$ cat src/tcw_pkg.sv
// ============================================================================
// Text console package
// Shared constants, command codes and types of the text console writer.
// ============================================================================
package tcw_pkg;

  localparam int unsigned COLUMNS = 80;
  localparam int unsigned ROWS    = 25;

  localparam int unsigned KIND_W  = 2;
  localparam int unsigned CHAR_W  = 8;
  localparam int unsigned COLOR_W = 8;
  localparam int unsigned CELL_W  = COLOR_W + CHAR_W;
  localparam int unsigned ROW_W   = 5;
  localparam int unsigned COL_W   = 7;

  localparam int unsigned CELLS   = ROWS * COLUMNS;
  localparam int unsigned ADDR_W  = $clog2(CELLS);
  localparam int unsigned FILL_W  = $clog2(COLUMNS + 1);

  localparam int unsigned QUEUE_DEPTH = 4;

  localparam logic [COLOR_W-1:0] RESET_COLOR  = 8'h07;
  localparam logic [CHAR_W-1:0]  BLANK_CHAR   = 8'h20;
  localparam logic [CHAR_W-1:0]  NEWLINE_CHAR = 8'h0A;

  localparam logic [KIND_W-1:0] KIND_PUT   = 2'd0;
  localparam logic [KIND_W-1:0] KIND_READ  = 2'd1;
  localparam logic [KIND_W-1:0] KIND_CLEAR = 2'd2;

  typedef enum logic [2:0] {
    OP_NOP,
    OP_PUT,
    OP_NEWLINE,
    OP_READ,
    OP_CLEAR
  } op_e;

  typedef struct packed {
    op_e               op;
    logic [CHAR_W-1:0] ch;
    logic [ROW_W-1:0]  row;
    logic [COL_W-1:0]  col;
  } cmd_t;

  typedef enum logic {
    BK_IDLE,
    BK_READ
  } bk_state_e;

endpackage

$ cat src/tcw_front.sv
// ============================================================================
// Text console front end
// Accepts console words and turns them into executor commands.
// ============================================================================
module tcw_front
  import tcw_pkg::*;
(
  input  logic              start_i,
  input  logic              full_i,
  input  logic [KIND_W-1:0] kind_i,
  input  logic [CHAR_W-1:0] char_code_i,
  input  logic [ROW_W-1:0]  read_row_i,
  input  logic [COL_W-1:0]  read_col_i,
  output logic              push_o,
  output cmd_t              cmd_o
);

  logic in_range;

  assign push_o   = start_i && !full_i;
  assign in_range = ({1'b0, read_row_i} < (ROW_W + 1)'(ROWS)) &&
                    ({1'b0, read_col_i} < (COL_W + 1)'(COLUMNS));

  always_comb begin
    cmd_o.ch  = char_code_i;
    cmd_o.row = read_row_i;
    cmd_o.col = read_col_i;
    case (kind_i)
      KIND_PUT: begin
        cmd_o.op = (char_code_i == NEWLINE_CHAR) ? OP_NEWLINE : OP_PUT;
      end
      KIND_READ: begin
        // A read outside the screen returns zero, like an unused kind.
        cmd_o.op = in_range ? OP_READ : OP_NOP;
      end
      KIND_CLEAR: begin
        cmd_o.op = OP_CLEAR;
      end
      default: begin
        cmd_o.op = OP_NOP;
      end
    endcase
  end

endmodule

$ cat config.mk
export PLATFORM = sky130hd
export DESIGN_NAME = tcw_front
export DESIGN_NICKNAME = d
export VERILOG_FILES = /design/src/tcw_pkg.sv /design/src/tcw_front.sv
export SDC_FILE = /design/constraint.sdc
export NUM_CORES = 1
export LEC_CHECK = 0
export BUFFER_PORTS_ARGS = -buffer_cell sky130_fd_sc_hd__clkbuf_2
export CAP_MARGIN = 10
export CORE_AREA = 2 2 39 41
export DETAILED_ROUTE_END_ITERATION = 10
export DIE_AREA = 0 0 41 43
export PLACE_DENSITY = 0.66
export SLEW_MARGIN = 10
export SYNTH_ARGS = -nofsm -noshare
export SYNTH_HDL_FRONTEND = slang
export SYNTH_SLANG_ARGS = --single-unit
export TNS_END_PERCENT = 100
$ cat constraint.sdc
create_clock -name vclk -period 1
set_clock_uncertainty 0.1 [all_clocks]
set_input_delay 0.2 -clock vclk [all_inputs]
set_output_delay 0.2 -clock vclk [all_outputs]
set_load 0.005 [all_outputs]
==> impl_summary.txt <==
----------------------------------------------------
[Timing]
  Post-Route Setup TNS ... -534.6 ps
  Worst setup slack after layout ... -309.4 ps
  Period Utilization, post-route ... 130.9%
  Worst max-slew margin expressed relative to the limit ... between 80% and 90%
  Final-report setup violation count ... 2
  Setup repair after global routing missed its margin ... yes
  Worst Max-Slew Pin Slew ... 220.4 ps
  Final number of max-transition violations ... 0
  Fmax ... approximately 760 MHz
  Final hold violation count ... 0
  Min cycle time layout ... about 1300 ps

[Synthesis]
  Main area contributors after synthesis ... buf_4, nor4bb_4, nor4_4, nor2b_1, o31ai_2
  Count of mapped cells out of synthesis ... 31
  Post-synthesis sequential area ratio ... 0%
  Synth Net Count ... 55
  Area leader, netlist ... buf_4
  Area share of the largest cell type after synthesis ... between 50% and 60%
  Distinct cell type count of the synthesized netlist ... 10
  Avg Cell Area, Syn ... about 8.4 um2
  Mapped cell area ... 261.5 um2
  Number of warnings printed during yosys synthesis ... 0

[Layout]
  Layout Nets ... 78
  Clk_buf instances ... 0
  ANT cells ... 0
  Most frequent standard cell in the layout excluding fill and tap cells ... clkbuf_2
  Synth-to-Final Area Change ... 37.32%
  Number of sequential cells in the layout ... 0
  Footprint of the flip-flops and latches ... 0 um2
  Fraction of final layout cells sized beyond drive strength 1 ... between 80% and 90%
  Highest-count cells in the layout ignoring fill and taps ... clkbuf_2, nor2b_1, nand2_1, buf_6, buf_2
  Design Area, Final ... 359.1 um2

[GRT]
  Residual overflow from global routing ... 0
  Wire length of the first global-routing pass ... 703 um
  Vias in the first global route ... between 150 and 200
  Pin count of the biggest net entering global routing ... 5
  Number of antenna violations at the first check in global routing ... 0
  Aggregate global-route resource usage ... under 10%

[Setup path]
  Data arrival at the endpoint of the critical path ... 1010 ps
  Slowest cell on the critical path ... nor4bb_4
  Largest incremental delay on the critical path ... approximately 290 ps
  Critical Path, Cell by Cell ... buf_6, nor4bb_4, nand2_1, o31ai_2, buf_2
  Critical path required time ... around 700 ps
  Type of destination of the critical path ... output pin
  Worst Path Class, Setup ... primary input to output pin
  CP startpoint ... char_code_i[2]
  Largest fanout on the critical path ... 2
  Crit start category ... primary input

[Drt]
  WL per Instance ... between 8 and 9 um
  DRC Markers ... 0
  Met2 wire len ... 314 um
  Via Count ... about 270
  Drt total wl ... between 500 and 600 um
  Met3 Wirelength ... between 100 and 150 um
  Detail-routed via count per cell ... around 4
  First-pass iteration count of the detailed router ... 1
  Met1 WL ... about 140 um
  Remaining antenna violation count ... 0
  Number of DRC markers after the initial detailed-route iteration ... 0
  Max layer used ... met3

[Power and ir drop]
  Sw Ratio ... roughly 40%
  Leak Pwr ... about 0.21 nW
  Maximum ir drop on the vdd rail ... approximately 86 uV
  Int Power ... a little under 0.08 mW
  Reported net switching power ... roughly 0.055 mW
  Sequential power share ... 0%
  Clock share of power ... 0%
  Part of the power in combinational logic ... between 90% and 100%
  Power per cell area ... ~370 nW/um2

[Placement]
  Area of placed instances ... 339.1 um2
  Total of buffers placed on input and output ports ... 40
  Worst slack at placement ... -358.9 ps
  Final GP Congestion ... just under 0.6

[Worst hold path]
  End point of the most critical hold path ... cmd_o[1]
  Hold path depth ... 0
  Hold path startpoint ... read_col_i[1]
  Hold crit path type ... primary input to output pin

[Floorplanning]
  IO Count ... 48
  Total die area ... ~1800 um2
  FP Rows ... 14
  Initial Utilization ... a little under a fifth
  Die Span X ... about 41 um
  Vertical die dimension ... approximately 43 um
  Floorplan core area ... between 1000 and 1500 um2

[Clocking]
  Hold-fix buffers at CTS ... 0

[Run status]
  Run status ... finished, violations left
  Violations in the final reports ... negative setup slack

[Job]
  Total of max-cap violations ... 0

----------------------------------------------------
==> layer usage <==
metal | vias up | track usage (%)
met2 | 25 | 12.19
met4 | 0 | 0.6667
li1 | 132 | -
met3 | 0 | 0.5236
met1 | 111 | 3.797
met5 | - | 0
==> repair_timing <==
action                     in CTS  in global routing
buffers inserted                0                  0
gates resized for setup         1                  8
pin swaps                       2                  2
setup endpoints to repair       2                  2
==> final cells by class <==
cell class	count	area, um2
fill	166	1025
timing repair buffer	41	220.2
multi-input combinational	11	118.9
tap	16	20.02
==> power groups by stage <==
| stage | Sequential, mW | Combinational, mW | Clock (mW) |
|---|---|---|---|
| 4_1_cts | 0 | 0.131 | 0 |
| 5_1_grt | 0 | 0.150 | 0 |
| 6_report | 0 | 0.133 | 0 |
| 3_5_place_dp | 0 | 0.128 | 0 |
| 2_1_floorplan | 0 | 0.0877 | 0 |
| 3_3_place_gp | 0 | 0.126 | 0 |
==> critical path, delay by kind of cell <==
| family | cells | cell delay, ps |
|---|---|---|
| AO/OA/AOI/OAI | 1 | 170 |
| buffers and inverters | 2 | 240 |
| AND/OR/NAND/NOR | 2 | 390 |
==> cells by family (layout without fill, tap and decap cells) <==
family / count (synthesis) / in the layout / synth area share (%)
and+or+nand+nor: 7 / 7 / 28.71
buffers and inverters: 20 / 41 / 57.41
AOI/OAI and AO/OA: 4 / 4 / 13.87
==> through the flow <==
step | cells | util [%] | hold WS, ps | total power, mW
floorplan | 31 | - | 330.2 | 0.08766
global placement | 68 | 24.50 | 300.1 | 0.1256
detailed placement | 68 | 24.50 | 300.1 | 0.1282
CTS | 68 | 25.05 | 300.1 | 0.1314
global route | 68 | 25.95 | 300.0 | 0.1498
finish | 68 | 25.95 | 300.0 | 0.1333
==> worst max-delay path by stage <==
| stage | endpoint |
|---|---|
| 4_1_cts | cmd_o[21] |
| 2_1_floorplan | cmd_o[21] |
| 5_1_grt | cmd_o[21] |
| 6_report | cmd_o[21] |
| 3_3_place_gp | cmd_o[21] |
| 3_5_place_dp | cmd_o[21] |
==> synthesized netlist by cell type, drive strengths merged <==
library cell / number
nand2: 2
nor4: 1
o21ai: 1
nand4b: 1
a211o: 1
nor2b: 2
nor4bb: 1
o31ai: 1
buf: 20
o311ai: 1
Note: power is estimated with default switching activity, not from simulation.
