[config.mk]
export PLATFORM = sky130hd
export DESIGN_NAME = tcw_queue
export DESIGN_NICKNAME = d
export VERILOG_FILES = /design/src/tcw_pkg.sv /design/src/tcw_queue.sv
export SDC_FILE = /design/constraint.sdc
export NUM_CORES = 1
export LEC_CHECK = 0
export BUFFER_PORTS_ARGS = -buffer_cell sky130_fd_sc_hd__buf_2
export CORE_MARGIN = 10
export CORE_UTILIZATION = 53
export CTS_BUF_LIST = sky130_fd_sc_hd__clkbuf_8
export CTS_CLUSTER_DIAMETER = 60
export DETAILED_ROUTE_END_ITERATION = 16
export GPL_ROUTABILITY_DRIVEN = 1
export PLACE_DENSITY = 0.77
export SYNTH_ARGS = -nofsm -noshare
export SYNTH_HDL_FRONTEND = slang
export SYNTH_SLANG_ARGS = --single-unit
[constraint.sdc]
create_clock -name clk_i -period 2.3 [get_ports clk_i]
set_clock_uncertainty 0.2 [all_clocks]
set_input_delay 0.23 -clock clk_i [delete_from_list [all_inputs] [get_ports clk_i]]
set_output_delay 0.23 -clock clk_i [all_outputs]
set_load 0.05 [all_outputs]
[src/tcw_pkg.sv]
// ============================================================================
// Text console package
// Shared constants, command codes and types of the text console writer.
// ============================================================================
package tcw_pkg;

  localparam int unsigned COLUMNS = 80;
  localparam int unsigned ROWS    = 25;

  localparam int unsigned KIND_W  = 2;
  localparam int unsigned CHAR_W  = 8;
  localparam int unsigned COLOR_W = 8;
  localparam int unsigned CELL_W  = COLOR_W + CHAR_W;
  localparam int unsigned ROW_W   = 5;
  localparam int unsigned COL_W   = 7;

  localparam int unsigned CELLS   = ROWS * COLUMNS;
  localparam int unsigned ADDR_W  = $clog2(CELLS);
  localparam int unsigned FILL_W  = $clog2(COLUMNS + 1);

  localparam int unsigned QUEUE_DEPTH = 4;

  localparam logic [COLOR_W-1:0] RESET_COLOR  = 8'h07;
  localparam logic [CHAR_W-1:0]  BLANK_CHAR   = 8'h20;
  localparam logic [CHAR_W-1:0]  NEWLINE_CHAR = 8'h0A;

  localparam logic [KIND_W-1:0] KIND_PUT   = 2'd0;
  localparam logic [KIND_W-1:0] KIND_READ  = 2'd1;
  localparam logic [KIND_W-1:0] KIND_CLEAR = 2'd2;

  typedef enum logic [2:0] {
    OP_NOP,
    OP_PUT,
    OP_NEWLINE,
    OP_READ,
    OP_CLEAR
  } op_e;

  typedef struct packed {
    op_e               op;
    logic [CHAR_W-1:0] ch;
    logic [ROW_W-1:0]  row;
    logic [COL_W-1:0]  col;
  } cmd_t;

  typedef enum logic {
    BK_IDLE,
    BK_READ
  } bk_state_e;

endpackage

[src/tcw_queue.sv]
// ============================================================================
// Text console command queue
// Small first-in first-out queue between the front end and the executor.
// ============================================================================
module tcw_queue
  import tcw_pkg::*;
#(
  parameter int unsigned DEPTH = QUEUE_DEPTH
) (
  input  logic clk_i,
  input  logic rst_ni,
  input  logic push_i,
  input  cmd_t cmd_i,
  input  logic pop_i,
  output logic valid_o,
  output logic full_o,
  output cmd_t cmd_o
);

  localparam int unsigned PTR_W = (DEPTH > 1) ? $clog2(DEPTH) : 1;
  localparam int unsigned CNT_W = $clog2(DEPTH + 1);

  cmd_t             data_q [DEPTH];
  logic [PTR_W-1:0] wr_ptr_q, wr_ptr_d;
  logic [PTR_W-1:0] rd_ptr_q, rd_ptr_d;
  logic [CNT_W-1:0] count_q, count_d;
  logic             do_push, do_pop;

  assign valid_o = (count_q != '0);
  assign full_o  = (count_q == CNT_W'(DEPTH));
  assign cmd_o   = data_q[rd_ptr_q];
  assign do_push = push_i && !full_o;
  assign do_pop  = pop_i && valid_o;

  always_comb begin
    wr_ptr_d = wr_ptr_q;
    rd_ptr_d = rd_ptr_q;
    count_d  = count_q;
    if (do_push) begin
      wr_ptr_d = (wr_ptr_q == PTR_W'(DEPTH - 1)) ? '0 : wr_ptr_q + 1'b1;
    end
    if (do_pop) begin
      rd_ptr_d = (rd_ptr_q == PTR_W'(DEPTH - 1)) ? '0 : rd_ptr_q + 1'b1;
    end
    if (do_push && !do_pop) begin
      count_d = count_q + 1'b1;
    end else if (do_pop && !do_push) begin
      count_d = count_q - 1'b1;
    end
  end

  always_ff @(posedge clk_i or negedge rst_ni) begin
    if (!rst_ni) begin
      wr_ptr_q <= '0;
      rd_ptr_q <= '0;
      count_q  <= '0;
    end else begin
      wr_ptr_q <= wr_ptr_d;
      rd_ptr_q <= rd_ptr_d;
      count_q  <= count_d;
    end
  end

  always_ff @(posedge clk_i) begin
    if (do_push) begin
      data_q[wr_ptr_q] <= cmd_i;
    end
  end

endmodule

==> results.md, run 1 <==
- Die height: 105 um
- Pre-CTS WS: 0.169 ns
- NumNets Final: 282
- GP Congestion: 0.683
- Initial antenna violation count: 0
- Critical path class: register to output port
- Cell depth of the worst flop-to-flop path: 8
- CP Buf/Inv Count: 2
- Core Region: 6910 sq um
- Vias in the first global route: 1,964
- Cells after synthesis: 158
- Critical path origin: rd_ptr_q[0]
- ANT cells: 0
- Post-synth EDFFs: 92
- Slowest cell on the critical path: mux4_1
- Crit. path cell count: 3
- IO Port Bufs: 51
- Final setup violation count: 0
- Fraction of layout cells with a size suffix above 1: 43.9%
- RSZ-0062 raised after global routing: false
- Largest net degree at the start of global routing: 24
- P&R area growth vs syn: 22.4%
- All-layer global routing usage: 12.4%
- Hold/Removal Path Class: input pin to async pin
- H-tree depth: 3
- Fillers: 484
- WL per Instance: 19.2 um
- Maximum root-to-sink buffer count: 2
- Main synth FF type: edfxtp_1
- Grt total ovfl: 0
- Syn_area_per_cell: 24.2 sq um
- Clk_lat worst skew: 0.35 ns
- Required time worst endpoint: 1.87 ns
- Max cap viols: 0
- Synth warnings: 0
- Mux cell area share after synthesis: 15.9%
- TritonCTS clock tree: built
- Row cnt: 30
- Post-Synth Simple-Gate Area: 2.38%
- CTS clk-pin slew, worst paths: 0.10 ns
- Largest family of logic cells by synthesized area: multiplexers
- Power Density: 1350 nW/um^2
- Highest clock rate: 455 MHz
- IO Pins: 52
- Post-synth cell types: 19
- Post-CTS Setup Inserts: 0
- Worst rel slew slack: 58.2%
- Mapped Nets: 192
- Final Routed Wirelength: 6690 um
- Worst path top cell family by delay: multiplexers
- Worst Setup End Kind: output port
- Startpoint types: register
- Initial Util: 55.5%
- Root buf cell: clkbuf_8
- CTS sink cnt: 99
- Synth Area in Compound Gates: 0%
- Seq/Total Area, Yosys: 76.7%
- First-pass GRT wire length: 10,800 um
- #FFs+latches synth: 99
- Setup ws final: 0.103 ns
- Slew Viols, Final: 0
- Worst Setup EP: cmd_o[14]
- Post-DP HPWL: 4570 um
- VDD IR max: 730 uV
- Outcome: complete, no violations
- Routed Antenna Nets: 0
- Drt initial violations: 54
- Reg2reg setup slack: 0.15 ns
- Final Non-Filler Cells: 349
- CP Max Fanout: 14
- Pre-Repair DR Iteration Count: 4
- R2R Path Start: count_q[0]
- Mapped cell area: 3830 sq um
- Xor/xnor cell area share of the yosys netlist: 0.686%
- Max stage delay on crit path: 0.57 ns
- Slew @ Worst Pin: 0.627 ns
- Static leakage: 1.69 nW
- DR DRC count: 0
- Final min period: 2.20 ns
- Final Hold Fails: 0
- Fin crit share: 95.5%
- Critical Path, Cell by Cell: buf_8 > mux4_1 > buf_2
- Adder-cell share of the synthesized area: 2.48%
- Routed vias: 1,788
- Total die area: 11,000 sq um
- Crit path DAT: 1.77 ns
- Reg2reg end: count_q[2]
- Chip width: 105 um
- Post-synth ARST share: 7.07%
- Dpl cells: 309
- Num CTS Buffers: 9
- Drt via density: 5.12
## state kept, by name, summed over array words and instances (netlist names)
register / count
wr_ptr_q: 2
rd_ptr_q: 2
count_q: 3
data_q: 92
## worst min path at each step
| stage | start | to | slack, ns | cells after the start |
|---|---|---|---|---|
| 6_report | rst_ni | wr_ptr_q[1] | 0.04 | 2 |
| 5_1_grt | rst_ni | wr_ptr_q[1] | 0.05 | 2 |
| 4_1_cts | rst_ni | wr_ptr_q[1] | 0.02 | 2 |
| 3_5_place_dp | rst_ni | count_q[1] | -0.11 | 1 |
| 3_3_place_gp | rst_ni | count_q[2] | -0.13 | 1 |
| 2_1_floorplan | rst_ni | count_q[0] | -0.27 | 0 |
## layout make-up
cell class                 instances  area (sq um)  area share [%]
timing repair buffer              86           598            12.8
clock inverter                     7          62.6            1.33
sequential                        99          2940            62.7
multi-input combinational         49           833            17.8
clock buffer                       9           124            2.64
inverter                           3          11.3           0.240
tap                               96           120            2.56
## power breakdown
| part | total, mW | switching [mW] | leakage (nW) | internal (mW) |
|---|---|---|---|---|
| registers | 2.53 | 0.139 | 0.925 | 2.39 |
| clock network | 1.01 | 0.598 | 0.0890 | 0.409 |
| logic | 2.79 | 1.80 | 0.678 | 0.981 |
## cells in the mapped netlist (all sizes together) (2+ instances only)
library cell / count / area [sq um]
and2: 4 / 30.0
buf: 7 / 60.1
dfrtp: 7 / 175
edfxtp: 92 / 2760
ha: 6 / 75.1
inv: 3 / 11.3
mux2: 5 / 71.3
mux4: 23 / 537
nor2: 3 / 11.3
xor2: 2 / 17.5
## through the flow
step                      util (%)  hold WS [ns]  TNS [ns]  cell area, sq um  power, mW
after floorplan                  -        -0.266   -0.0685              3840       4.71
after global placement        61.6        -0.126         0              4250       5.29
after detailed placement      61.6        -0.113         0              4250       5.37
after CTS                     67.8        0.0235         0              4680       6.42
after global routing          67.9        0.0467         0              4690       6.62
final                         67.9        0.0422         0              4690       6.32
## layer usage
layer  GRT usage, %  routed length, um  share of wire, %  vias up
met2           20.7               3520                53       51
li1               -                  -                 -      830
met3           3.75                351               5.2        2
met1           15.0               2800                42      905
met4           4.41                 17              0.25        0
met5              0                  0                 0        -
## cells by family (layout without fill, tap and decap cells)
group	count (synthesis)	in the layout
xor+xnor	3	3
fa+ha+maj	7	7
buf+inv	10	105
flops	99	99
mux	28	28
simple gates	11	11
## cell usage in the layout (no fill, tap or decap), drive strengths merged
cell	count
fa	1
xor2	2
mux4	23
mux2	5
buf	62
nor3b	1
and2	4
dlygate4sd3	24
clkinv	3
nand2	1
clkbuf	9
dfrtp	7
inv	5
xnor2	1
or3	1
clkinvlp	2
ha	6
nor2b	1
edfxtp	92
nor2	3
## timing repair
action | 4_1_cts | 5_1_grt
pin swaps | 0 | 0
setup endpoints to repair | 3 | 2
endpoints found under the hold margin | 99 | 0
resized for setup | 1 | 1
hold buffers | 24 | 0
Power figures use the tool's default switching activity.
==> inputs of run 2 (changes only) <==
Settings changed: CORE_ASPECT_RATIO set to 0.75.
==> run 2 against run 1 <==
Against the previous run:
- worst setup slack got worse by 0.015 ns
- sequential power about the same
- clock-buffer cell count unchanged
- clock power increased by 5%
- register-to-register slack got worse by 0.02 ns
- routed wire length decreased by 1.6%
- via count increased by 0.73%
- highest routed layer unchanged
- flip-flop and latch count unchanged
==> results.md, run 2 (same netlist as run 1, synthesis figures left out) <==
- Final setup violation count: 0 (unchanged)
- Final instance area: 4680 sq um (was 4690 sq um)
- Slew @ Worst Pin: 0.637 ns (was 0.627 ns)
- Post-CTS Setup Inserts: 0 (unchanged)
- Max cap viols: 0 (unchanged)
- Drt via density: 5.19 (was 5.12)
- Final min period: 2.21 ns (was 2.20 ns)
- Hold/Removal Path Class: input pin to async pin (unchanged)
- Slew Viols, Final: 0 (unchanged)
- Clk_lat worst skew: 0.36 ns (was 0.35 ns)
- Drt initial violations: 121 (was 54)
- Root buf cell: clkbuf_8 (unchanged)
- Core Region: 6930 sq um (was 6910 sq um)
- Required time worst endpoint: 1.87 ns (about the same)
- Top reg by flops: data_q (unchanged)
- Commonest non-fill, non-tap cells in the layout: 92 x edfxtp_1, 50 x buf_2, 24 x dlygate4sd3_1, 18 x mux4_2, 9 x clkbuf_8 (was 92 x edfxtp_1, 51 x buf_2, 24 x dlygate4sd3_1, 18 x mux4_2)
- Post-DP HPWL: 4350 um (was 4570 um)
- Max stage delay on crit path: 0.61 ns (was 0.57 ns)
- Critical path class: register to output port (unchanged)
- Fraction of layout cells with a size suffix above 1: 43.0% (was 43.9%)
- Largest net degree at the start of global routing: 24 (unchanged)
- Power Total: 6.42 mW (was 6.32 mW)
- Startpoint types: register (unchanged)
- H-tree depth: 3 (unchanged)
- Slowest cell on the critical path: mux4_1 (unchanged)
- CTS clk-pin slew, worst paths: 0.09 ns (was 0.10 ns)
- IO Port Bufs: 51 (unchanged)
- CP Max Fanout: 11 (was 14)
- Initial Util: 55.3% (was 55.5%)
- Pre-Repair DR Iteration Count: 4 (unchanged)
- Cell depth of the worst flop-to-flop path: 8 (unchanged)
- Die height: 93.6 um (was 105 um)
- Largest registers: data_q: 92 flops, count_q: 3 flops (unchanged)
- Register area: 2940 sq um (about the same)
- Row cnt: 26 (was 30)
- Worst rel slew slack: 57.5% (was 58.2%)
- DR DRC count: 0 (unchanged)
- RSZ-0062 raised after global routing: false (unchanged)
- All-layer global routing usage: 12.6% (was 12.4%)
- VDD IR max: 996 uV (was 730 uV)
- Worst Setup End Kind: output port (unchanged)
- GP Congestion: 0.733 (was 0.683)
- Most common cell after layout, fill and taps aside: edfxtp_1 (unchanged)
- First-pass GRT wire length: 10,500 um (was 10,800 um)
- NumNets Final: 278 (was 282)
- Fillers: 452 (was 484)
- Chip width: 118 um (was 105 um)
- Multi-input combinational cell area: 833 sq um (unchanged)
- Initial antenna violation count: 0 (unchanged)
- Grt total ovfl: 0 (unchanged)
- Vias in the first global route: 1,978 (was 1,964)
- Critical Path, Cell by Cell: buf_8 > mux4_1 > clkbuf_4 (was buf_8 > mux4_1 > buf_2)
- Highest clock rate: 452 MHz (was 455 MHz)
- Outcome: complete, no violations (unchanged)
- Num CTS Buffers: 9 (unchanged)
- Static leakage: 1.69 nW (about the same)
- Max reg flops: 92 (unchanged)
- Final Routed Wirelength: 6580 um (was 6690 um)
- Routed Antenna Nets: 0 (unchanged)
- Crit path DAT: 1.78 ns (was 1.77 ns)
- Final Hold Fails: 0 (unchanged)
- IO Pins: 52 (unchanged)
- Routed vias: 1,801 (was 1,788)
- ANT cells: 0 (unchanged)
- Power Density: 1370 nW/um^2 (was 1350 nW/um^2)
- CTS sink cnt: 99 (unchanged)
- Total die area: 11,100 sq um (was 11,000 sq um)
- TritonCTS clock tree: built (unchanged)
- WL per Instance: 19.0 um (was 19.2 um)
- Placed cell area: 4240 sq um (was 4250 sq um)
- Maximum root-to-sink buffer count: 2 (unchanged)
- Fin crit share: 96.2% (was 95.5%)
- P&R area growth vs syn: 22.2% (was 22.4%)
- Reg2reg setup slack: 0.13 ns (was 0.15 ns)
[run 2: per-stage QoR]
step | hold WS, ns | TNS, ns | utilization [%] | worst slack, ns | instances
final | 0.0266 | 0 | 67.6 | 0.0878 | 347
after detailed placement | -0.123 | 0 | 61.2 | 0.151 | 307
after global placement | -0.125 | 0 | 61.2 | 0.200 | 307
after global routing | 0.0375 | 0 | 67.6 | 0.0128 | 347
after CTS | 0.0201 | 0 | 67.5 | 0.0194 | 347
after floorplan | -0.266 | -0.0685 | - | -0.0685 | 158
[run 2: final timing paths]
kind                              from          end
hold reg to reg             count_q[2]   count_q[2]
setup / recovery           rd_ptr_q[0]     cmd_o[3]
setup reg to reg            count_q[0]   count_q[2]
min in group clk_i               pop_i  rd_ptr_q[0]
hold / removal                  rst_ni   count_q[2]
max in group asynchronous       rst_ni  rd_ptr_q[1]
[run 2: cell type report]
cell class,instances,area share (%)
clock buffers,9,2.65
inverters,3,0.241
well taps,98,2.62
clock inverters,7,1.44
flip-flops and latches,99,62.8
multi-input cells,49,17.8
repair buffers,82,12.5
[run 2: per-layer routing]
layer / GRT usage (%) / wire, um
met5: 0 / 0
met1: 15.5 / 2890
met3: 5.05 / 413
met2: 19.7 / 3180
met4: 4.93 / 99
[run 2: timing repair]
action	4_1_cts	5_1_grt
hold buffers	24	0
gates resized for setup	1	3
setup endpoints to repair	1	2
pin swaps	0	0
endpoints found under the hold margin	99	0
[run 2: worst max-delay path, delay by kind of cell, from the launching register on]
family                 cells  cell delay (ns)
buffers and inverters      2             0.42
flip-flops                 1             0.41
multiplexers               1             0.61
[run 2: report_power, final]
part           total [mW]  internal, mW  switching [mW]
logic                2.81         0.993            1.81
registers            2.55          2.40           0.149
clock network        1.06         0.501           0.563
total                6.42          3.89            2.52
==> inputs of run 3 (changes only) <==
Settings changed: CORE_UTILIZATION 53 to 45, PLACE_DENSITY 0.77 to 0.67.
==> run 3 against run 2 <==
Against the previous run:
- routed wire length rose by 0.55%
- critical path depth did not move
- global-route usage down 1.7 points
- worst setup slack better by 0.0075 ns
- largest cell class unchanged
==> results.md, run 3 (same netlist as run 1, synthesis figures left out) <==
- Startpoint types: register (unchanged)
- Final Non-Filler Cells: 356 (was 347)
- Met2 WL: 3260 um (was 3180 um)
- Highest clock rate: 454 MHz (was 452 MHz)
- Drt initial violations: 130 (was 121)
- Chip width: 127 um (was 118 um)
- Clk_lat worst skew: 0.35 ns (was 0.36 ns)
- Row cnt: 29 (was 26)
- Routed wire length on met3: 509 um (was 413 um)
- H-tree depth: 3 (unchanged)
- Drt via density: 5.00 (was 5.19)
- Max cap viols: 0 (unchanged)
- Total die area: 12,600 sq um (was 11,100 sq um)
- Largest net degree at the start of global routing: 24 (unchanged)
- Power Density: 1350 nW/um^2 (was 1370 nW/um^2)
- Grt total ovfl: 0 (unchanged)
- Largest registers: data_q: 92 flops, count_q: 3 flops (unchanged)
- Crit path DAT: 1.77 ns (was 1.78 ns)
- Vias in the first global route: 1,996 (was 1,978)
- GP Congestion: 0.681 (was 0.733)
- P&R area growth vs syn: 21.5% (was 22.2%)
- Static leakage: 1.67 nW (was 1.69 nW)
- DRT met1 WL: 2770 um (was 2890 um)
- Final Hold Fails: 0 (unchanged)
- Slew @ Worst Pin: 0.656 ns (was 0.637 ns)
- Max stage delay on crit path: 0.60 ns (was 0.61 ns)
- First-pass GRT wire length: 10,600 um (was 10,500 um)
- Routed Antenna Nets: 0 (unchanged)
- Most common cell after layout, fill and taps aside: edfxtp_1 (unchanged)
- IO Port Bufs: 51 (unchanged)
- Hold slack: 0.0315 ns (was 0.0266 ns)
- R2R Path Start: count_q[0] (unchanged)
- Final instance area: 4650 sq um (was 4680 sq um)
- WL per Instance: 18.6 um (was 19.0 um)
- ANT cells: 0 (unchanged)
- Placed cell area: 4230 sq um (was 4240 sq um)
- CTS sink cnt: 99 (unchanged)
- Initial antenna violation count: 0 (unchanged)
- Worst Setup End Kind: output port (unchanged)
- Cell depth of the worst flop-to-flop path: 8 (unchanged)
- Die height: 99.9 um (was 93.6 um)
- DR top layer: met4 (unchanged)
- Fin crit share: 95.9% (was 96.2%)
- CP Max Fanout: 15 (was 11)
- Critical path class: register to output port (unchanged)
- Post-DP HPWL: 4320 um (was 4350 um)
- IO Pins: 52 (unchanged)
- Reg2reg end: count_q[2] (unchanged)
- Required time worst endpoint: 1.87 ns (about the same)
- Power Total: 6.30 mW (was 6.42 mW)
- Fraction of layout cells with a size suffix above 1: 42.3% (was 43.0%)
- DR DRC count: 0 (unchanged)
- CTS clk-pin slew, worst paths: 0.09 ns (about the same)
- RSZ-0062 raised after global routing: false (unchanged)
- Top reg by flops: data_q (unchanged)
- VDD IR max: 745 uV (was 996 uV)
- Slowest cell on the critical path: mux4_1 (unchanged)
- Final Routed Wirelength: 6620 um (was 6580 um)
- Reg2reg setup slack: 0.16 ns (was 0.13 ns)
- Critical Path, Cell by Cell: buf_6 > mux4_1 > buf_2 (was buf_8 > mux4_1 > clkbuf_4)
- Core Region: 8380 sq um (was 6930 sq um)
- Dpl cells: 317 (was 307)
- Root buf cell: clkbuf_8 (unchanged)
- Initial Util: 45.7% (was 55.3%)
- Hold/Removal Path Class: input pin to async pin (unchanged)
- Max reg flops: 92 (unchanged)
- Commonest non-fill, non-tap cells in the layout: 92 x edfxtp_1, 51 x buf_2, 24 x dlygate4sd3_1, 18 x mux4_2, 9 x clkbuf_8 (was 92 x edfxtp_1, 50 x buf_2, 24 x dlygate4sd3_1, 18 x mux4_2, 9 x clkbuf_8)
- Final setup violation count: 0 (unchanged)
- Pre-Repair DR Iteration Count: 4 (unchanged)
- Routed vias: 1,780 (was 1,801)
- Num CTS Buffers: 9 (unchanged)
- All-layer global routing usage: 10.8% (was 12.6%)
- Worst rel slew slack: 56.3% (was 57.5%)
- TritonCTS clock tree: built (unchanged)
- Maximum root-to-sink buffer count: 2 (unchanged)
- Critical path origin: rd_ptr_q[0] (unchanged)
- NumNets Final: 278 (unchanged)
- Slew Viols, Final: 0 (unchanged)
- Final min period: 2.20 ns (was 2.21 ns)
- Outcome: complete, no violations (unchanged)
==> run 3: final cells by class <==
class / count / area (sq um)
Sequential cell: 99 / 2940
Inverter: 3 / 11.3
Fill cell: 645 / 3730
Timing Repair Buffer: 82 / 556
Clock buffer: 9 / 124
Multi-Input combinational cell: 49 / 833
Tap cell: 108 / 135
Clock inverter: 6 / 56.3
==> run 3: critical path: cells and delay by family (launching register included) <==
family	cells	cell delay (ns)
buf+inv	2	0.45
flops	1	0.38
mux	1	0.60
==> run 3: how the worst max path moves through the flow <==
| stage | endpoint | slack, ns | depth (start not counted) |
|---|---|---|---|
| global route | cmd_o[15] | 0.006 | 3 |
| finish | cmd_o[15] | 0.1 | 3 |
| floorplan | count_q[1] | -0.07 | 7 |
| global placement | count_q[2] | 0.19 | 8 |
| CTS | cmd_o[16] | 0.03 | 3 |
| detailed placement | count_q[2] | 0.17 | 8 |
==> run 3: through the flow <==
stage | TNS, ns | setup WS, ns | util, %
after floorplan | -0.0685 | -0.0685 | -
after global placement | 0 | 0.193 | 50.4
after detailed placement | 0 | 0.174 | 50.4
after CTS | 0 | 0.0301 | 55.5
after global routing | 0 | 0.00575 | 55.5
final | 0 | 0.0954 | 55.5
==> run 3: what timing repair did <==
item	CTS	global route
gates resized for setup	1	1
setup endpoints to repair	1	2
endpoints found under the hold margin	99	0
hold buffers	24	0
setup buffers	0	0
==> run 3: metal layers <==
metal,global-route usage [%],up-vias
met2,17.7,56
met3,4.32,7
met1,12.8,902
met5,0,-
met4,4.02,0
li1,-,815
==> run 3: power by group <==
group          switching (mW)  leakage [nW]  internal, mW  total (mW)
Sequential              0.113         0.924          2.40        2.51
Combinational            1.82         0.654         0.940        2.76
Clock                   0.535        0.0943         0.490        1.02
